[src/hw/rtl/stt_pkg.sv]
// shared types and constants for the client steering table
// used by every module of the block; no dependencies
`timescale 1ns / 1ps
package stt_pkg;

	localparam int SLOTS_DEFAULT = 64;

	localparam logic [2:0] MODE_PROBE    = 3'd0;
	localparam logic [2:0] MODE_DISASSOC = 3'd1;
	localparam logic [2:0] MODE_ASSOC    = 3'd2;
	localparam logic [2:0] MODE_AUTH     = 3'd3;
	localparam logic [2:0] MODE_TICK     = 3'd4;

	localparam logic [1:0] BAND_NONE = 2'd0;
	localparam logic [1:0] BAND_5    = 2'd1;
	localparam logic [1:0] BAND_24   = 2'd2;

	localparam logic [1:0] LINK_INIT     = 2'd0;
	localparam logic [1:0] LINK_ASSOC    = 2'd1;
	localparam logic [1:0] LINK_DISASSOC = 2'd2;

	localparam logic CMD_ADD = 1'b0;
	localparam logic CMD_DEL = 1'b1;

	localparam logic signed [7:0] RSSI_NONE = 8'sh80;

	localparam logic signed [7:0] STRONG_RESET = -8'sd65;
	localparam logic signed [7:0] WEAK_RESET   = -8'sd75;
	localparam logic [15:0]       EXPIRY_RESET = 16'd300;

	localparam int ADDR_W = 5;
	localparam logic [2:0] REG_STRONG  = 3'd0;
	localparam logic [2:0] REG_WEAK    = 3'd1;
	localparam logic [2:0] REG_EXPIRY  = 3'd2;
	localparam logic [2:0] REG_24_PRES = 3'd3;
	localparam logic [2:0] REG_5_PRES  = 3'd4;
	localparam logic [2:0] REG_24_RDY  = 3'd5;
	localparam logic [2:0] REG_5_RDY   = 3'd6;

	typedef struct packed {
		logic [2:0]         mode;
		logic [47:0]        mac;
		logic [1:0]         band;
		logic signed [7:0]  rssi_a;
		logic signed [7:0]  rssi_b;
		logic signed [7:0]  rssi_c;
		logic signed [7:0]  rssi_d;
		logic               vht;
		logic [3:0]         streams;
		logic [31:0]        now_seconds;
	} req_t;

	typedef struct packed {
		logic        command;
		logic [1:0]  cmd_band;
		logic [47:0] cmd_mac;
		logic        last;
	} rsp_t;

	// classified event handed from front to back
	typedef struct packed {
		logic [2:0]         mode;
		logic [47:0]        mac;
		logic [1:0]         band;
		logic signed [7:0]  best;
		logic               vht;
		logic [3:0]         streams;
		logic [31:0]        now;
	} work_t;

	typedef struct packed {
		logic [47:0]        mac;
		logic               vht;
		logic [3:0]         streams;
		logic [1:0]         band;
		logic [1:0]         link;
		logic signed [7:0]  best;
		logic [31:0]        seen_at;
	} slot_t;

	typedef struct packed {
		logic signed [7:0] strong_lim;
		logic signed [7:0] weak_lim;
		logic [15:0]       expiry;
		logic              pres_24;
		logic              pres_5;
		logic              rdy_24;
		logic              rdy_5;
	} cfg_t;

	// queue status between front and back
	typedef struct packed {
		logic full;
		logic empty;
	} qstat_t;

endpackage

[src/hw/rtl/stt_front.sv]
// front end: accepts events, folds the four rssi readings, drops unknown modes
// depends on stt_pkg
`timescale 1ns / 1ps
module stt_front
	import stt_pkg::*;
(
	input  logic   clk,
	input  logic   arst_n,
	input  logic   req_valid,
	output logic   req_stall,
	input  req_t   req,
	input  qstat_t qstat,
	output logic   push,
	output work_t  push_data
);

	logic  valid_s1;
	work_t work_s1;
	logic  take;
	logic  known;
	logic signed [7:0] best;
	logic signed [7:0] rd [4];

	always_comb begin
		rd[0] = req.rssi_a;
		rd[1] = req.rssi_b;
		rd[2] = req.rssi_c;
		rd[3] = req.rssi_d;
		best = RSSI_NONE;
		for (int r = 0; r < 4; r++) begin
			if (rd[r] != RSSI_NONE && rd[r] > best) begin
				best = rd[r];
			end
		end
	end

	assign known     = req.mode <= MODE_TICK;
	assign push      = valid_s1 && !qstat.full;
	assign push_data = work_s1;
	assign req_stall = valid_s1 && qstat.full;
	assign take      = req_valid && !req_stall;

	always_ff @(posedge clk or negedge arst_n) begin
		if (!arst_n) begin
			valid_s1 <= 1'b0;
		end else if (take) begin
			valid_s1 <= known;
		end else if (push) begin
			valid_s1 <= 1'b0;
		end
	end

	always_ff @(posedge clk) begin
		if (take) begin
			work_s1.mode    <= req.mode;
			work_s1.mac     <= req.mac;
			work_s1.band    <= req.band;
			work_s1.best    <= best;
			work_s1.vht     <= req.vht;
			work_s1.streams <= req.streams;
			work_s1.now     <= req.now_seconds;
		end
	end

endmodule

[config.mk]
export PLATFORM = sky130hd
export DESIGN_NAME = stt_front
export DESIGN_NICKNAME = d
export VERILOG_FILES = /design/src/hw/rtl/stt_pkg.sv /design/src/hw/rtl/stt_front.sv
export SDC_FILE = /design/constraint.sdc
export NUM_CORES = 1
export LEC_CHECK = 0
export BUFFER_PORTS_ARGS = -buffer_cell sky130_fd_sc_hd__buf_2
export CAP_MARGIN = 15
export CELL_PAD_IN_SITES_DETAIL_PLACEMENT = 1
export CELL_PAD_IN_SITES_GLOBAL_PLACEMENT = 1
export CORE_UTILIZATION = 38
export CTS_BUF_LIST = sky130_fd_sc_hd__clkbuf_2 sky130_fd_sc_hd__clkbuf_4 sky130_fd_sc_hd__clkbuf_8
export DETAILED_ROUTE_END_ITERATION = 10
export HOLD_SLACK_MARGIN = 0.03
export PLACE_DENSITY_LB_ADDON = 0.25
export SYNTH_ARGS = -nofsm -noshare
export SYNTH_HDL_FRONTEND = slang
export SYNTH_SLANG_ARGS = --single-unit
[constraint.sdc]
create_clock -name clk -period 8.4 [get_ports clk]
set_input_delay 1.26 -clock clk [delete_from_list [all_inputs] [get_ports clk]]
set_output_delay 1.26 -clock clk [all_outputs]
set_load 0.05 [all_outputs]
== Word-level counts from Yosys, hierarchy flattened ==
Index checks and enable logic that the tools add are counted.
Word-level totals
  bits in registers: 99
  input port bits: 127
  output and inout bits: 100
  logic and storage cells: 33
Cells by class
  magnitude comparators: 5
  eq/ne operators: 4
  multiplexer cells: 6
  reductions and logical operators: 10
Operators with widths (number)
  2-to-1 mux 8 bit: 4
  != test 8 bit (second input constant): 4
  > comparator 8 bit: 3
  > comparator 8 bit (second input constant): 1
  logical AND 1 bit: 7
  <= comparator 3 bit (second input constant): 1
  zero test 1 bit: 2
  2-to-1 mux 1 bit: 2
  nonzero test 2 bit: 1

== Logic depth before layout (Yosys ltp) ==
  depth after elaboration: 12
  gate-level depth with buffers: 28
  gate-level depth less buffers: 25

== Worst setup path before layout ==
Ideal clock, no wire load.
  kind: input to register
  start point: input port qstat[1] (netlist name)
  end point: register work_s1 (netlist bit push_data[0]) (enable)
  setup time: 0.565 ns
  arrival time: 5.975 ns
  path slack: 1.860 ns
  stages on the path: 2
  path buffers: 0
  cells stage by stage: and2_1 nor2b_1
On the way
  word-level cells in the longest chain between the ends: 3
Ends and longest elaborated chain
  from (decl): line stt_front.sv:12  | input qstat_t qstat,
  logical AND 1 bit: line stt_front.sv:40  | assign req_stall = valid_s1 && qstat.full;
  zero test 1 bit: line stt_front.sv:41  | assign take = req_valid && !req_stall;
  logical AND 1 bit: line stt_front.sv:41
  via take: line stt_front.sv:19  | logic take;
  to (decl): line stt_front.sv:18  | work_t work_s1;
The timed path passes the listed nets, and every way through them passes these cells.
A chain may end at the register's enable or synchronous reset.

== Final worst setup path ==
  start point: input port req[58] (netlist name)
  end point: register work_s1 (netlist bit push_data[42]), data pin
On the way
  word-level cells in the longest chain between the ends: 9
  elaborated cells between the ends (all ways): 10
  those cells by class: 3 x order compare; 1 x eq/ne; 3 x mux; 3 x reduce/logical
Ends and longest elaborated chain
  from (decl): line stt_front.sv:11  | input req_t req,
  > comparator 8 bit or != test 8 bit (tied branches): line stt_front.sv:31  | if (rd[r] != RSSI_NONE && rd[r] > best) begin
  logical AND 1 bit: line stt_front.sv:31
  2-to-1 mux 8 bit *: line stt_front.sv:31
  > comparator 8 bit: line stt_front.sv:31
  logical AND 1 bit: line stt_front.sv:31
  2-to-1 mux 8 bit *: line stt_front.sv:31
  > comparator 8 bit: line stt_front.sv:31
  logical AND 1 bit: line stt_front.sv:31
  2-to-1 mux 8 bit *: line stt_front.sv:31
  via best[5]: line stt_front.sv:21  | logic signed [7:0] best;
Mark *: on every way through the listed nets, which the timed path passes. The rest lies on a longest branch.

==> flow_summary.yaml <==
cts:
  cts_hold_buf: 0
  cts_setup_buffers: 0
  postCtsResizedCells: 0
  clock-sinks: 99
  cts_root_buffer: "clkbuf_8"
  tritoncts: "yes"
  clkLatencyLatePin_ns: 0.35
  cts_inserted_buffers: 9
  clockBufferDepth: 2
  clk_pin_slew_ns: 0.09
  htreeDepth: 3
floorplan:
  ioPinCount: 227
  core_sq_um: 10400
  die_w_um: 106
  die_h_um: 106
  start_util_pct: 39.4
  rows: 37
  die-area_sq_um: 11200
logic_synthesis:
  syn_area_sq_um: 4100
  yosys.area_share.simple_pct: 7.23
  synth.area.mux_share_pct: 1.95
  netlist.area_leader.share_pct: 71.7
  synth_compound_area_share_pct: 9.27
  yosysTopAreaCell: "edfxtp_1"
  synth.area.top_cells: "edfxtp_1 72%, ha_1 6.7%, mux2i_1 2.0%"
  syn_inst: 259
  yosysSeqAreaShare_pct: 72.3
  synth_nets: 408
  avgSynthCellArea_sq_um: 15.8
  yosysWarnings: 0
  synth_top_family_by_area: "compound AO/OA/AOI/OAI gates"
  yosys.cell_types.count: 39
  ys_seq_elements: 99
  synth_adder_area_share_pct: 6.71
  synth_xor_xnor_area_share_pct: 0.213
timing:
  fin_crit_ns: 6.74
  hold_violations: 0
  rsz0062_at_grt: "no"
  fmax_mhz: 148
  finalCritPeriodShare_pct: 80.3
  setup_viol: 0
  tns_ns: 0
  max_slew_margin_pct: 40.7
  fin_skew_ns: 0.0101
  worstMarginPinSlew_ns: 0.890
  whs_ns: 0.662
  slew_viol_final: 0
  setup_slack_ns: 1.66
cells_and_area:
  stdcell_area_sq_um: 5580
  fill_cells: 1140
  drive_above_1_share_pct: 50.8
  syn_to_final_growth_pct: 36.0
  fin_nets: 640
  multiInputGateArea_sq_um: 1050
  regArea_sq_um: 2970
power_and_ir_drop:
  report.power.total_uw: 1250
  p_leak_uw: 0.00245
  irDropWorstVdd_mv: 0.0838
  pwr_density_cell_nw_per_um2: 225
placement:
  hpwlAfterDp_mm: 9.81
  gp_congestion: 0.812
  place_ws_ns: 1.27
  place_area_sq_um: 5380
  io_buffers: 225
drt:
  drc: 0
  vias: 3135
  wl_per_cell_um: 18.8
  wirelength_mm: 11.9
  first_pass_iters: 4
  first_iter_violations: 136
  vias_per_cell: 4.94
  postRouteAntennaNets: 0
global_route:
  grt_pass1_wl_mm: 17.8
  grt_max_degree: 71
  grt_overflow: 0
  grt_antenna_before_repair: 3
  grt_pass1_vias: 3277
  grt_usage_pct: 21.1
status:
  status: "complete, no violations"
setup_path:
  end_kind: "flop"
  critPathLaunchType: "primary input"
  required_ns: 8.49
  critPathKind: "in -> reg"
  crit_path_max_fanout: 22
  arrival_ns: 6.83
worst_hold_path:
  hold_class: "in -> async"
run:
  maxCapViolCount: 0
-- final timing paths --
| kind | from | slack [ns] | end | depth (start not counted) |
|---|---|---|---|---|
| max | req[58] | 1.66 | push_data[42] | 24 |
| min | arst_n | 0.66 | valid_s1 | 1 |
| max reg2reg | valid_s1 | 5.95 | push_data[42] | 3 |
| min reg2reg | valid_s1 | 0.67 | valid_s1 | 2 |
| max in group asynchronous | arst_n | 7.65 | valid_s1 | 1 |
| min in group clk | valid_s1 | 0.67 | valid_s1 | 2 |
-- synthesized netlist by cell type (all sizes together) --
cell type,n
nand2,11
a2111o,1
nor4,3
ha,22
and2,1
a21o,4
a311oi,8
o2bb2ai,1
nor2,13
or3,1
clkbuf,3
o221a,1
a21boi,3
o21a,3
nand3b,1
and3,2
nand2b,1
nor4b,8
o21ai,15
or2,1
nor2b,5
buf,3
xnor2,1
edfxtp,98
o211ai,5
a31o,1
nand3,3
a21oi,11
dfrtp,1
nor3,1
inv,15
a31oi,1
nand4,3
mux2i,8
-- where the power goes --
group / internal [uW] / total [uW] / switching [uW]
Combinational: 104 / 353 / 249
Clock: 142 / 302 / 160
Sequential: 590 / 599 / 8.89
Total: 836 / 1250 / 418
-- per-stage QoR --
stage / utilization [%] / instances
after global placement: 51.7 / 616
after floorplan: - / 259
after global routing: 53.6 / 634
after CTS: 53.5 / 632
final: 53.6 / 634
after detailed placement: 51.7 / 616
-- cell type report --
cell class                 instances  share of cell area (%)
inverter                          15                    1.01
sequential                        99                    53.2
clock inverter                     6                    1.12
clock buffer                      10                    2.35
timing repair buffer             227                    20.4
tap                              136                    3.05
multi-input combinational        139                    18.8
antenna                            2                  0.0896
-- critical path, cell delays in order --
cell and delay [ns]:
buf_2 0.11, ha_1 0.32, a21o_1 0.19, a2111o_1 0.43
o211ai_2 0.54, mux2i_1 0.40, ha_1 0.31, a21o_1 0.18
a21oi_1 0.18, nand3b_1 0.13, a311oi_2 0.39, o21a_1 0.41
nor2_1 0.13, a21oi_1 0.18, ha_1 0.16, nor2b_1 0.04
o21a_1 0.16, o21a_1 0.16, o211ai_1 0.14, a21boi_0 0.11
o211ai_1 0.19, buf_4 0.28, nor4b_1 0.34, a311oi_1 0.09
-- flip-flops by register name, indices dropped and copies added (netlist names) --
register,flops
push_data,98
valid_s1,1
-- layer usage --
layer  vias to the layer above  GRT usage (%)  share of wire [%]
li1                       1472              -                  -
met1                      1517           22.0                 37
met2                       126           40.3                 55
met3                        18           5.15                5.4
met4                         2           8.53                2.3
met5                         -              0               0.11
-- cell usage in the layout, fill, tap and decap left out, types with 4 or more instances in the layout --
master and n:
buf_2 225, edfxtp_1 98, ha_1 22, inv_1 15, o21ai_0 15, nor2_1 13, a21oi_1 11, nand2_1 10
clkbuf_8 9, nor4b_1 8, mux2i_1 8, a311oi_1 6, nor2b_1 4, o211ai_1 4, a21o_1 4
-- logic make-up (layout without fill, tap and decap cells) --
kind of cell / Yosys count / in the layout
adder cells (fa/ha/maj): 22 / 22
AO/OA/AOI/OAI: 54 / 54
XOR/XNOR: 1 / 1
other: 0 / 2
flip-flops: 99 / 99
buffers and inverters: 21 / 258
multiplexers: 8 / 8
AND/OR/NAND/NOR: 54 / 54
Note: power is estimated with default switching activity, not from simulation.
