--- src/hw/rtl/stt_pkg.sv ---
// shared types and constants for the client steering table
// used by every module of the block; no dependencies
`timescale 1ns / 1ps
package stt_pkg;

	localparam int SLOTS_DEFAULT = 64;

	localparam logic [2:0] MODE_PROBE    = 3'd0;
	localparam logic [2:0] MODE_DISASSOC = 3'd1;
	localparam logic [2:0] MODE_ASSOC    = 3'd2;
	localparam logic [2:0] MODE_AUTH     = 3'd3;
	localparam logic [2:0] MODE_TICK     = 3'd4;

	localparam logic [1:0] BAND_NONE = 2'd0;
	localparam logic [1:0] BAND_5    = 2'd1;
	localparam logic [1:0] BAND_24   = 2'd2;

	localparam logic [1:0] LINK_INIT     = 2'd0;
	localparam logic [1:0] LINK_ASSOC    = 2'd1;
	localparam logic [1:0] LINK_DISASSOC = 2'd2;

	localparam logic CMD_ADD = 1'b0;
	localparam logic CMD_DEL = 1'b1;

	localparam logic signed [7:0] RSSI_NONE = 8'sh80;

	localparam logic signed [7:0] STRONG_RESET = -8'sd65;
	localparam logic signed [7:0] WEAK_RESET   = -8'sd75;
	localparam logic [15:0]       EXPIRY_RESET = 16'd300;

	localparam int ADDR_W = 5;
	localparam logic [2:0] REG_STRONG  = 3'd0;
	localparam logic [2:0] REG_WEAK    = 3'd1;
	localparam logic [2:0] REG_EXPIRY  = 3'd2;
	localparam logic [2:0] REG_24_PRES = 3'd3;
	localparam logic [2:0] REG_5_PRES  = 3'd4;
	localparam logic [2:0] REG_24_RDY  = 3'd5;
	localparam logic [2:0] REG_5_RDY   = 3'd6;

	typedef struct packed {
		logic [2:0]         mode;
		logic [47:0]        mac;
		logic [1:0]         band;
		logic signed [7:0]  rssi_a;
		logic signed [7:0]  rssi_b;
		logic signed [7:0]  rssi_c;
		logic signed [7:0]  rssi_d;
		logic               vht;
		logic [3:0]         streams;
		logic [31:0]        now_seconds;
	} req_t;

	typedef struct packed {
		logic        command;
		logic [1:0]  cmd_band;
		logic [47:0] cmd_mac;
		logic        last;
	} rsp_t;

	// classified event handed from front to back
	typedef struct packed {
		logic [2:0]         mode;
		logic [47:0]        mac;
		logic [1:0]         band;
		logic signed [7:0]  best;
		logic               vht;
		logic [3:0]         streams;
		logic [31:0]        now;
	} work_t;

	typedef struct packed {
		logic [47:0]        mac;
		logic               vht;
		logic [3:0]         streams;
		logic [1:0]         band;
		logic [1:0]         link;
		logic signed [7:0]  best;
		logic [31:0]        seen_at;
	} slot_t;

	typedef struct packed {
		logic signed [7:0] strong_lim;
		logic signed [7:0] weak_lim;
		logic [15:0]       expiry;
		logic              pres_24;
		logic              pres_5;
		logic              rdy_24;
		logic              rdy_5;
	} cfg_t;

	// queue status between front and back
	typedef struct packed {
		logic full;
		logic empty;
	} qstat_t;

endpackage

--- src/hw/rtl/stt_queue.sv ---
// two-entry queue of classified events between front and back
// depends on stt_pkg
`timescale 1ns / 1ps
module stt_queue
	import stt_pkg::*;
(
	input  logic   clk,
	input  logic   arst_n,
	input  logic   push,
	input  work_t  push_data,
	input  logic   pop,
	output work_t  head,
	output qstat_t qstat
);

	work_t      ent_q [2];
	logic       wp_q;
	logic       rp_q;
	logic [1:0] cnt_q;

	assign head        = ent_q[rp_q];
	assign qstat.full  = cnt_q == 2'd2;
	assign qstat.empty = cnt_q == 2'd0;

	always_ff @(posedge clk or negedge arst_n) begin
		if (!arst_n) begin
			wp_q  <= 1'b0;
			rp_q  <= 1'b0;
			cnt_q <= 2'd0;
		end else begin
			if (push) begin
				wp_q <= ~wp_q;
			end
			if (pop) begin
				rp_q <= ~rp_q;
			end
			cnt_q <= cnt_q + {1'b0, push} - {1'b0, pop};
		end
	end

	always_ff @(posedge clk) begin
		if (push) begin
			ent_q[wp_q] <= push_data;
		end
	end

endmodule

--- config.mk ---
export PLATFORM = sky130hd
export DESIGN_NAME = stt_queue
export DESIGN_NICKNAME = d
export VERILOG_FILES = /design/src/hw/rtl/stt_pkg.sv /design/src/hw/rtl/stt_queue.sv
export SDC_FILE = /design/constraint.sdc
export NUM_CORES = 1
export LEC_CHECK = 0
export ABC_AREA = 0
export BUFFER_PORTS_ARGS = -buffer_cell sky130_fd_sc_hd__buf_2
export CORE_MARGIN = 1
export CORE_UTILIZATION = 40
export CTS_BUF_LIST = sky130_fd_sc_hd__clkbuf_2
export DETAILED_ROUTE_END_ITERATION = 12
export GPL_TIMING_DRIVEN = 0
export PLACE_DENSITY = 0.66
export SLEW_MARGIN = 20
export SYNTH_ARGS = -nofsm -noshare
export SYNTH_HDL_FRONTEND = slang
export SYNTH_SLANG_ARGS = --single-unit
--- constraint.sdc ---
create_clock -name clk -period 4.8 [get_ports clk]
set_input_delay 0.48 -clock clk [delete_from_list [all_inputs] [get_ports clk]]
set_output_delay 0.48 -clock clk [all_outputs]
set_load 0.1 [all_outputs]
[After elaboration in Yosys (flattened, before gate mapping)]
Memory sizes are Yosys's and may differ from the RTL's.
Cells that the tools add are included.
Operators by class
  equal/unequal tests: 1
  reduce and logical (&&, ||, !) cells: 1
  add/subtract/negate cells: 2
  bitwise operators: 2
  mux-type cells: 2
Operators by type and width (number)
  2-bit by 1-bit adder with 2-bit output: 1
  2-bit == test (second input constant): 1
  2-bit zero test: 1
  1-bit 2-to-1 mux: 2
  1-bit inverter: 2
  2-bit by 1-bit subtractor with 2-bit output: 1
Word-level totals
  output and inout port bits: 100
  bits in registers: 4
  memory bits (writable): 196
  word-level logic and storage cells: 12
  memories kept: 1
  input port bits: 102
Memory list
  ent_q: words 2, bits a word 98, read ports 1, clocked after Yosys merged registers in 0, wr ports 1, line stt_queue.sv:16  | work_t ent_q [2];

[Depth between registers and ports, before layout]
Gate-level depths: netlist of run 1.
  depth after elaboration: 2
  mapped depth: 5
  mapped depth without buffers: 5

[Worst setup path before layout of run 1]
No wires, ideal clock.
  path type: input to register
  start point: input push
  end point: memory ent_q[0][0] in the netlist's numbering, enable pin
  buffers on the path: 0
  stages: 1
  setup time: 567 ps
  setup slack: -514 ps
  required time: 4233 ps
  arrival: 4747 ps
  cells stage by stage: nor2b_1
Between the ends
  cells in the longest elaborated chain, start to end: 2
RTL lines
  from (decl): line stt_queue.sv:9  | input logic push,
  1-bit 2-to-1 mux: line stt_queue.sv:42  | if (push) begin
  1-bit 2-to-1 mux (implied by the code): line stt_queue.sv:43  | ent_q[wp_q] <= push_data;
  to (decl): line stt_queue.sv:16
Every way passes these cells.

==> results of run 1 <==
-- Yosys cell counts --
library cell / instances
ha_1: 2
nor2_1: 1
mux2_4: 10
xor3_1: 1
mux2_2: 88
buf_6: 3
dfrtp_1: 4
edfxtp_1: 196
buf_2: 8
inv_1: 2
xor2_1: 2
and2_1: 1
nor2b_1: 2
-- how the worst max path moves through the flow --
| stage | start | end | cells after the start |
|---|---|---|---|
| final | rp_q | head[83] | 5 |
| after global routing | rp_q | head[77] | 4 |
| after CTS | rp_q | head[83] | 5 |
| after detailed placement | rp_q | head[83] | 5 |
| after global placement | push | ent_q[0][0] | 2 |
| after floorplan | push | ent_q[0][0] | 1 |
-- layout make-up --
| class | count | area (sq um) | share of cell area |
|---|---|---|---|
| flip-flops and latches | 200 | 5990 | 0.597 |
| inverters | 2 | 7.51 | 0.000748 |
| well taps | 229 | 287 | 0.0286 |
| clock inverters | 14 | 171 | 0.0171 |
| clock buffers | 18 | 90.1 | 0.00898 |
| plain buffers | 11 | 73.8 | 0.00736 |
| repair buffers | 309 | 2180 | 0.217 |
| multi-input cells | 107 | 1240 | 0.124 |
-- state kept, by name (all words and copies together), names as in the netlist --
| name | flops |
|---|---|
| wp_q | 1 |
| rp_q | 1 |
| cnt_q | 2 |
| ent_q | 196 |
-- critical path, stage by stage, from the launching register on --
cell and delay, ns:
dfrtp_1 0.40, buf_6 0.16, buf_6 0.17, buf_6 0.19, mux2_4 0.32, buf_2 0.29
-- routing by layer --
layer  up-vias  part of all wire  track usage
li1       1922                 -            -
met3        17             0.059       0.0452
met5         -                 0            0
met2       132              0.53        0.270
met4         0             0.018       0.0665
met1      2021              0.39        0.165
-- layout by cell type (no fill, tap or decap), drive strengths merged --
master	netlist	final
buf	11	218
xor3	1	1
bufinv	0	3
and2	1	1
clkinv	0	4
mux2	98	98
nor2	1	1
nor2b	2	2
clkbuf	0	18
clkinvlp	0	3
ha	2	2
dfrtp	4	4
dlygate4sd3	0	102
edfxtp	196	196
inv	2	6
xor2	2	2
-- metrics by stage --
| step | hold slack [ns] | TNS, ns | cell area [sq um] | utilization | instances |
|---|---|---|---|---|---|
| 5_1_grt | 0.329 | 0 | 10000 | 0.560 | 890 |
| 3_3_place_gp | 0.287 | -9.28 | 8590 | 0.480 | 750 |
| 3_5_place_dp | 0.290 | 0 | 8750 | 0.489 | 756 |
| 2_1_floorplan | 0.184 | 0 | 7300 | - | 320 |
| 4_1_cts | 0.329 | 0 | 10000 | 0.560 | 890 |
| 6_report | 0.445 | 0 | 10000 | 0.560 | 890 |
-- logic make-up after synthesis --
kind of cell	Yosys count	share of synthesized area
xor+xnor	3	0.00566
fa+ha+maj	2	0.00343
buf+inv	13	0.0111
flops	200	0.820
mux	98	0.156
simple gates	4	0.00309
==> summary.md, run 1 <==
| Metric | Value |
|---|---|
| Status | `completed` |
| Root buf cell | `clkbuf_2` |
| Yosys top cell area share | `0.807` |
| Arrival time at the worst endpoint | `2.24 ns` |
| Max Freq | `0.368 GHz` |
| Final Hold Fails | `0` |
| Reg clk slew, reported paths | `0.28 ns` |
| WL per Instance | `15.9 microns` |
| Clk sink count | `200` |
| Initial core utilization | `0.408` |
| Count of pins over their slew limit | `0` |
| Vias in the first global route | `4304` |
| Die X | `137 microns` |
| Setup WS pre-CTS | `2.85 ns` |
| Critical path class | `reg -> out` |
| Layout cells sized above 1 | `0.526` |
| Global router's overall resource usage | `0.151` |
| Antenna diodes | `0` |
| Cell area after synthesis | `7300 sq um` |
| Reg2reg start | `wp_q` |
| Req. time, crit path | `4.32 ns` |
| DRT iter0 DRCs | `139` |
| CTS tree | `yes` |
| Setup bufs post-CTS | `0` |
| 1st-pass router iterations | `4` |
| Hold Path End | `ent_q[0][49]` |
| Fillers | `1424` |
| Max_slew headroom | `0.602` |
| Final HPWL DP | `9070 microns` |
| Top cells by area, synth | `edfxtp_1 81%, mux2_2 14%, mux2_4 2.1%` |
| DR vias | `4092` |
| Setup WS post-layout | `2.08 ns` |
| Final period util | `0.566` |
| RSZ-0062 raised after global routing | `false` |
| Post-CTS Resized | `0` |
| Drt drc | `0` |
| Clock skew | `0.0259 ns` |
| Hold wc startpoint | `push_data[49]` |
| Port Buffer Count | `201` |
| Cts hold-fix bufs | `102` |
| Yosys warns | `0` |
| Initial antenna violation count | `0` |
| DIE AREA | `18800 sq um` |
| Clock Latency Late Sink | `0.73 ns` |
| Placeable Area | `17900 sq um` |
| Final Critical Period | `2.72 ns` |
| P&R area growth vs syn | `37.5%` |
| Post-Syn Area per Cell | `22.8 sq um` |
| DIE HEIGHT | `137 microns` |
| Max Cap Violations | `0` |
| Largest net degree at the start of global routing | `47` |
| Final antenna-violating net count | `0` |
| Via density | `4.60` |
| Crit-path max FO | `10` |
| Remaining Overflow, GRT | `0` |
| R2R Setup Slk | `3.08 ns` |
| Worst slew pin tran | `0.596 ns` |
| Post-Synthesis Cells | `320` |
| Sequential area share after synthesis | `0.820` |
| H-tree levels | `4` |
| Hold Path Class | `in -> reg` |
| Reg2Reg Depth | `3` |
| Startpoint types | `flip-flop` |
| Synth cell types | `13` |
| Final setup viols | `0` |
| R2r endpoint | `ent_q[0][7]` |
| Nets@finish | `752` |
| FP Rows | `49` |
| First-pass GRT wire length | `21100 microns` |
| Area leader, netlist | `edfxtp_1` |
| GP Congestion | `0.694` |
| Flops & latches, synth | `200` |
| Post-Route WL | `14100 microns` |
| Total CTS buffers | `17` |
| Post-synth net total | `424` |
| Critical path endpoint category | `primary output` |
| IO Count | `202` |
| Hold path depth | `2` |
| Worst-case clock buffer depth | `2` |
Power of run 1 is left out: the tool's default activity adds up to more than one toggle a clock period on the data nets, which glitch-free logic cannot reach.
==> run 2: changes to the inputs <==
PLACE_DENSITY = not set   (was 0.66)
clock period = 2.7 ns   (was 4.8 ns; I/O delays follow)
==> run 2 against run 1 <==
  * Sequential cell count unchanged
  * First-iteration DRC count decreased by 12%
  * Setup slack got worse by 1.9 ns
  * Worst hold slack got worse by 0.22 ns
  * Final cell count unchanged
  * Non-clock buffer count unchanged
  * Sequential share of layout area increased by 0.47 points
  * Critical path depth decreased by 1
  * Register-to-register slack got worse by 2.3 ns
  * Design area decreased by 0.79%
==> summary.md, run 2 (synthesized netlist as in run 1, its figures left out) <==
| Metric | Value |
|---|---|
| CTS tree | `yes` |
| Antenna diodes | `0` |
| Most frequent cells in the layout | `209 x buf_2, 196 x edfxtp_1, 102 x dlygate4sd3_1` |
| Req. time, crit path | `2.43 ns` |
| Arrival time at the worst endpoint | `2.24 ns` |
| RSZ-0062 raised after global routing | `false` |
| Nets@finish | `752` |
| Largest net degree at the start of global routing | `38` |
| Final Hold Fails | `0` |
| 1st-pass router iterations | `4` |
| Setup WS post-layout | `0.188 ns` |
| Critical path class | `reg -> out` |
| P&R area growth vs syn | `36.4%` |
| DR vias | `4071` |
| Startpoint types | `flip-flop` |
| Setup bufs post-CTS | `0` |
| Placed inst area | `8730 sq um` |
| Max_slew headroom | `0.646` |
| Die X | `137 microns` |
| Slowest-stage cell, CP | `dfrtp_1` |
| Max Freq | `0.398 GHz` |
| Global router's overall resource usage | `0.151` |
| Max Cap Violations | `0` |
| WL per Instance | `15.4 microns` |
| Final Critical Period | `2.51 ns` |
| DIE AREA | `18800 sq um` |
| Largest regs | `ent_q: 196 flops, cnt_q: 2 flops` |
| FF/Latch Area | `5990 sq um` |
| Clock skew | `0.0377 ns` |
| Cell chain of the critical path | `buf_6, buf_2, mux2_2, buf_2` |
| Vias in the first global route | `4197` |
| Layout cells sized above 1 | `0.523` |
| Post-Route WL | `13700 microns` |
| CP peak stage delay | `0.40 ns` |
| Crit-path most repeated cell | `buf_2` |
| Max reg flops | `196` |
| GP Congestion | `0.668` |
| Worst slew pin tran | `0.529 ns` |
| Placeable Area | `17900 sq um` |
| FP Rows | `49` |
| Hold Path Class | `in -> reg` |
| H-tree levels | `4` |
| Root buf cell | `clkbuf_2` |
| Final setup viols | `0` |
| Via density | `4.57` |
| Worst-case clock buffer depth | `2` |
| Reg2Reg Depth | `4` |
| Most common cell after layout, fill and taps aside | `buf_2` |
| Reg clk slew, reported paths | `0.27 ns` |
| Initial antenna violation count | `0` |
| Fillers | `1434` |
| IO Count | `202` |
| Setup WS pre-CTS | `0.849 ns` |
| Port Buffer Count | `201` |
| Count of pins over their slew limit | `0` |
| DIE HEIGHT | `137 microns` |
| Final antenna-violating net count | `0` |
| Final HPWL DP | `9050 microns` |
| Critical path endpoint category | `primary output` |
| Finished Cell Area | `9950 sq um` |
| Drt drc | `0` |
| DRT iter0 DRCs | `122` |
| Crit-path max FO | `10` |
| First-pass GRT wire length | `20900 microns` |
| Initial core utilization | `0.408` |
| Total CTS buffers | `17` |
| Clock Latency Late Sink | `0.73 ns` |
| Most flops, register | `ent_q` |
| Remaining Overflow, GRT | `0` |
| Clk sink count | `200` |
| Footprint of the multi-input gates | `1240 sq um` |
| Worst hold margin | `0.228 ns` |
| Status | `completed` |
| Hold path depth | `2` |
| Final period util | `0.930` |
==> run 2: cell count changes in the layout (fill, tap and decap cells not counted), sizes merged <==
cell / previous run / this run
clkinvlp: 3 / 1
clkbuf: 18 / 19
clkinv: 4 / 7
bufinv: 3 / 1
==> run 2: metal layers <==
metal / track usage / vias up / routed length (microns)
met5: 0 / - / 0
met2: 0.258 / 140 / 6960
met1: 0.175 / 1988 / 5610
met3: 0.0504 / 18 / 987
li1: - / 1925 / -
met4: 0.0568 / 0 / 186
==> run 2: worst max-delay path: cells and delay by family, from the launching register on <==
family   cells  cell delay, ns
mux          1            0.38
flops        1            0.40
buf+inv      3            0.76
==> run 2: timing repair <==
item / 4_1_cts / 5_1_grt
hold endpoints to repair: 218 / 0
hold buffers: 102 / 0
resized for setup: 0 / 0
==> run 2: worst paths after layout <==
path	from	to	slack, ns
min in group asynchronous	arst_n	wp_q	0.41
max in group asynchronous	arst_n	rp_q	2.06
worst min-delay path	push_data[64]	ent_q[0][64]	0.23
worst max register to register	wp_q	ent_q[0][0]	0.81
worst max-delay path	rp_q	head[14]	0.19
worst min register to register	wp_q	wp_q	0.58
==> run 2: layout make-up <==
| type | count | share of cell area |
|---|---|---|
| flip-flops and latches | 200 | 0.601 |
| repair buffers | 309 | 0.217 |
| multi-input cells | 107 | 0.125 |
| well taps | 229 | 0.0288 |
| clock inverters | 13 | 0.0103 |
| clock buffers | 19 | 0.00955 |
| plain buffers | 11 | 0.00742 |
| inverters | 2 | 0.000754 |
==> run 2: per-stage QoR <==
| step | TNS, ns | utilization | std cells |
|---|---|---|---|
| after floorplan | 0 | - | 320 |
| after detailed placement | 0 | 0.488 | 756 |
| after global routing | 0 | 0.556 | 890 |
| after CTS | 0 | 0.556 | 890 |
| final | 0 | 0.556 | 890 |
| after global placement | -41.37 | 0.480 | 750 |
Power of run 2 is left out for the same reason.
==> run 3: changes to the inputs <==
PLACE_DENSITY = 0.71   (was not set)
==> run 3 against run 2 <==
  * Via count rose by 0.15%
  * Utilization rose by 0.44 points
  * Largest cell class unchanged
  * Worst hold slack improved by 0.0087 ns
  * Setup slack improved by 0.036 ns
  * Non-clock buffer count fell by 1
  * Critical endpoint is now head[39]
==> summary.md, run 3 (synthesized netlist as in run 1, its figures left out) <==
| Metric | Value |
|---|---|
| Status | `completed` |
| Root buf cell | `clkbuf_2` |
| FP Rows | `49` |
| Slowest-stage cell, CP | `dfrtp_1` |
| H-tree levels | `4` |
| Cell chain of the critical path | `buf_6, buf_2, mux2_2, buf_2` |
| Global router's overall resource usage | `0.155` |
| Final antenna-violating net count | `0` |
| Fillers | `1418` |
| Most common cell after layout, fill and taps aside | `edfxtp_1` |
| Port Buffer Count | `201` |
| Met1 usage | `0.172` |
| Fin util | `0.560` |
| Final setup viols | `0` |
| Critical path endpoint category | `primary output` |
| GP Congestion | `0.690` |
| First-pass GRT wire length | `21400 microns` |
| Largest net degree at the start of global routing | `53` |
| Layout cells sized above 1 | `0.527` |
| Setup bufs post-CTS | `0` |
| Max Cap Violations | `0` |
| Final period util | `0.917` |
| Antenna diodes | `0` |
| Setup WS pre-CTS | `0.908 ns` |
| Worst slew pin tran | `0.691 ns` |
| Placeable Area | `17900 sq um` |
| Largest delay share family, worst path | `buffers and inverters` |
| Max reg flops | `196` |
| Initial antenna violation count | `0` |
| Worst-case clock buffer depth | `2` |
| Crit path buf inv count | `3` |
| Clock Latency Late Sink | `0.73 ns` |
| WL per Instance | `16.0 microns` |
| GRT Max-Usage Layer | `met2` |
| Max_slew headroom | `0.539` |
| RSZ-0062 raised after global routing | `true` |
| Final HPWL DP | `8910 microns` |
| Setup WS post-layout | `0.225 ns` |
| Final Critical Period | `2.48 ns` |
| P&R area growth vs syn | `37.5%` |
| Global Route met2 Usage | `0.274` |
| Global-route track usage on met3 | `0.0537` |
| Largest regs | `ent_q: 196 flops, cnt_q: 2 flops` |
| Drt drc | `0` |
| Vias in the first global route | `4330` |
| CTS tree | `yes` |
| Crit-path most repeated cell | `buf_2` |
| Critical path class | `reg -> out` |
| Die X | `137 microns` |
| Most flops, register | `ent_q` |
| Reg clk slew, reported paths | `0.28 ns` |
| 1st-pass router iterations | `4` |
| Arrival time at the worst endpoint | `2.21 ns` |
| Nets@finish | `751` |
| Remaining Overflow, GRT | `0` |
| DIE AREA | `18800 sq um` |
| Final Hold Fails | `0` |
| Via density | `4.59` |
| DIE HEIGHT | `137 microns` |
| Post-Route WL | `14200 microns` |
| DR vias | `4077` |
| Total CTS buffers | `17` |
| Clk sink count | `200` |
| IO Count | `202` |
| Worst hold margin | `0.237 ns` |
| Setup TNS | `0 ns` |
| DRT iter0 DRCs | `210` |
| Max Freq | `0.404 GHz` |
| Most frequent cells in the layout | `196 x edfxtp_1, 188 x buf_2, 102 x dlygate4sd3_1` |
| CP peak stage delay | `0.41 ns` |
| Req. time, crit path | `2.43 ns` |
| Clock skew | `0.0251 ns` |
| Initial core utilization | `0.408` |
| Crit-path max FO | `10` |
| Startpoint types | `flip-flop` |
| Hold Path Class | `in -> reg` |
| Count of pins over their slew limit | `0` |
[run 3: cell count changes in the layout (fill, tap and decap cells not counted), sizes merged]
cell / previous run / this run
buf: 218 / 206
clkinvlp: 1 / 2
clkbuf: 19 / 29
[run 3: area by class of cell]
type | instances | area [sq um] | share of cell area
Multi-Input combinational cell | 107 | 1240 | 0.124
Clock buffer | 18 | 90.1 | 0.00898
Timing Repair Buffer | 308 | 2180 | 0.218
Sequential cell | 200 | 5990 | 0.597
Clock inverter | 14 | 143 | 0.0142
Inverter | 2 | 7.51 | 0.000748
Buffer | 11 | 95.1 | 0.00948
Tap cell | 229 | 287 | 0.0286
[run 3: routing by layer]
metal,up-vias,wire length [microns]
met5,-,0
met4,0,143
met3,12,762
met2,121,7510
met1,2016,5790
li1,1928,-
[run 3: worst register-to-register path, cell delays in order (launching register included)]
cell and delay, ns:
dfrtp_1 0.49, and2_4 0.64, buf_16 0.34
[run 3: metrics by stage]
stage | cells | cell area, sq um
3_3_place_gp | 750 | 8600
5_1_grt | 889 | 10000
6_report | 889 | 10000
3_5_place_dp | 755 | 8720
2_1_floorplan | 320 | 7310
4_1_cts | 889 | 9980
[run 3: timing repair]
action                                 CTS  global route
endpoints found under the hold margin  211             0
hold buffers                           102             0
gates resized for setup                  0            32
setup endpoints to repair                0            72
[run 3: path summary, 6_finish.rpt]
check,start,end,slack (ns),depth (start not counted)
worst max-delay path,rp_q,head[39],0.22,4
worst min-delay path,push_data[50],ent_q[0][50],0.24,2
worst max register to register,wp_q,ent_q[1][8],0.92,2
worst min register to register,wp_q,wp_q,0.59,1
max in group asynchronous,arst_n,rp_q,2.11,3
min in group asynchronous,arst_n,cnt_q[1],0.41,3
Power of run 3 is left out for the same reason.
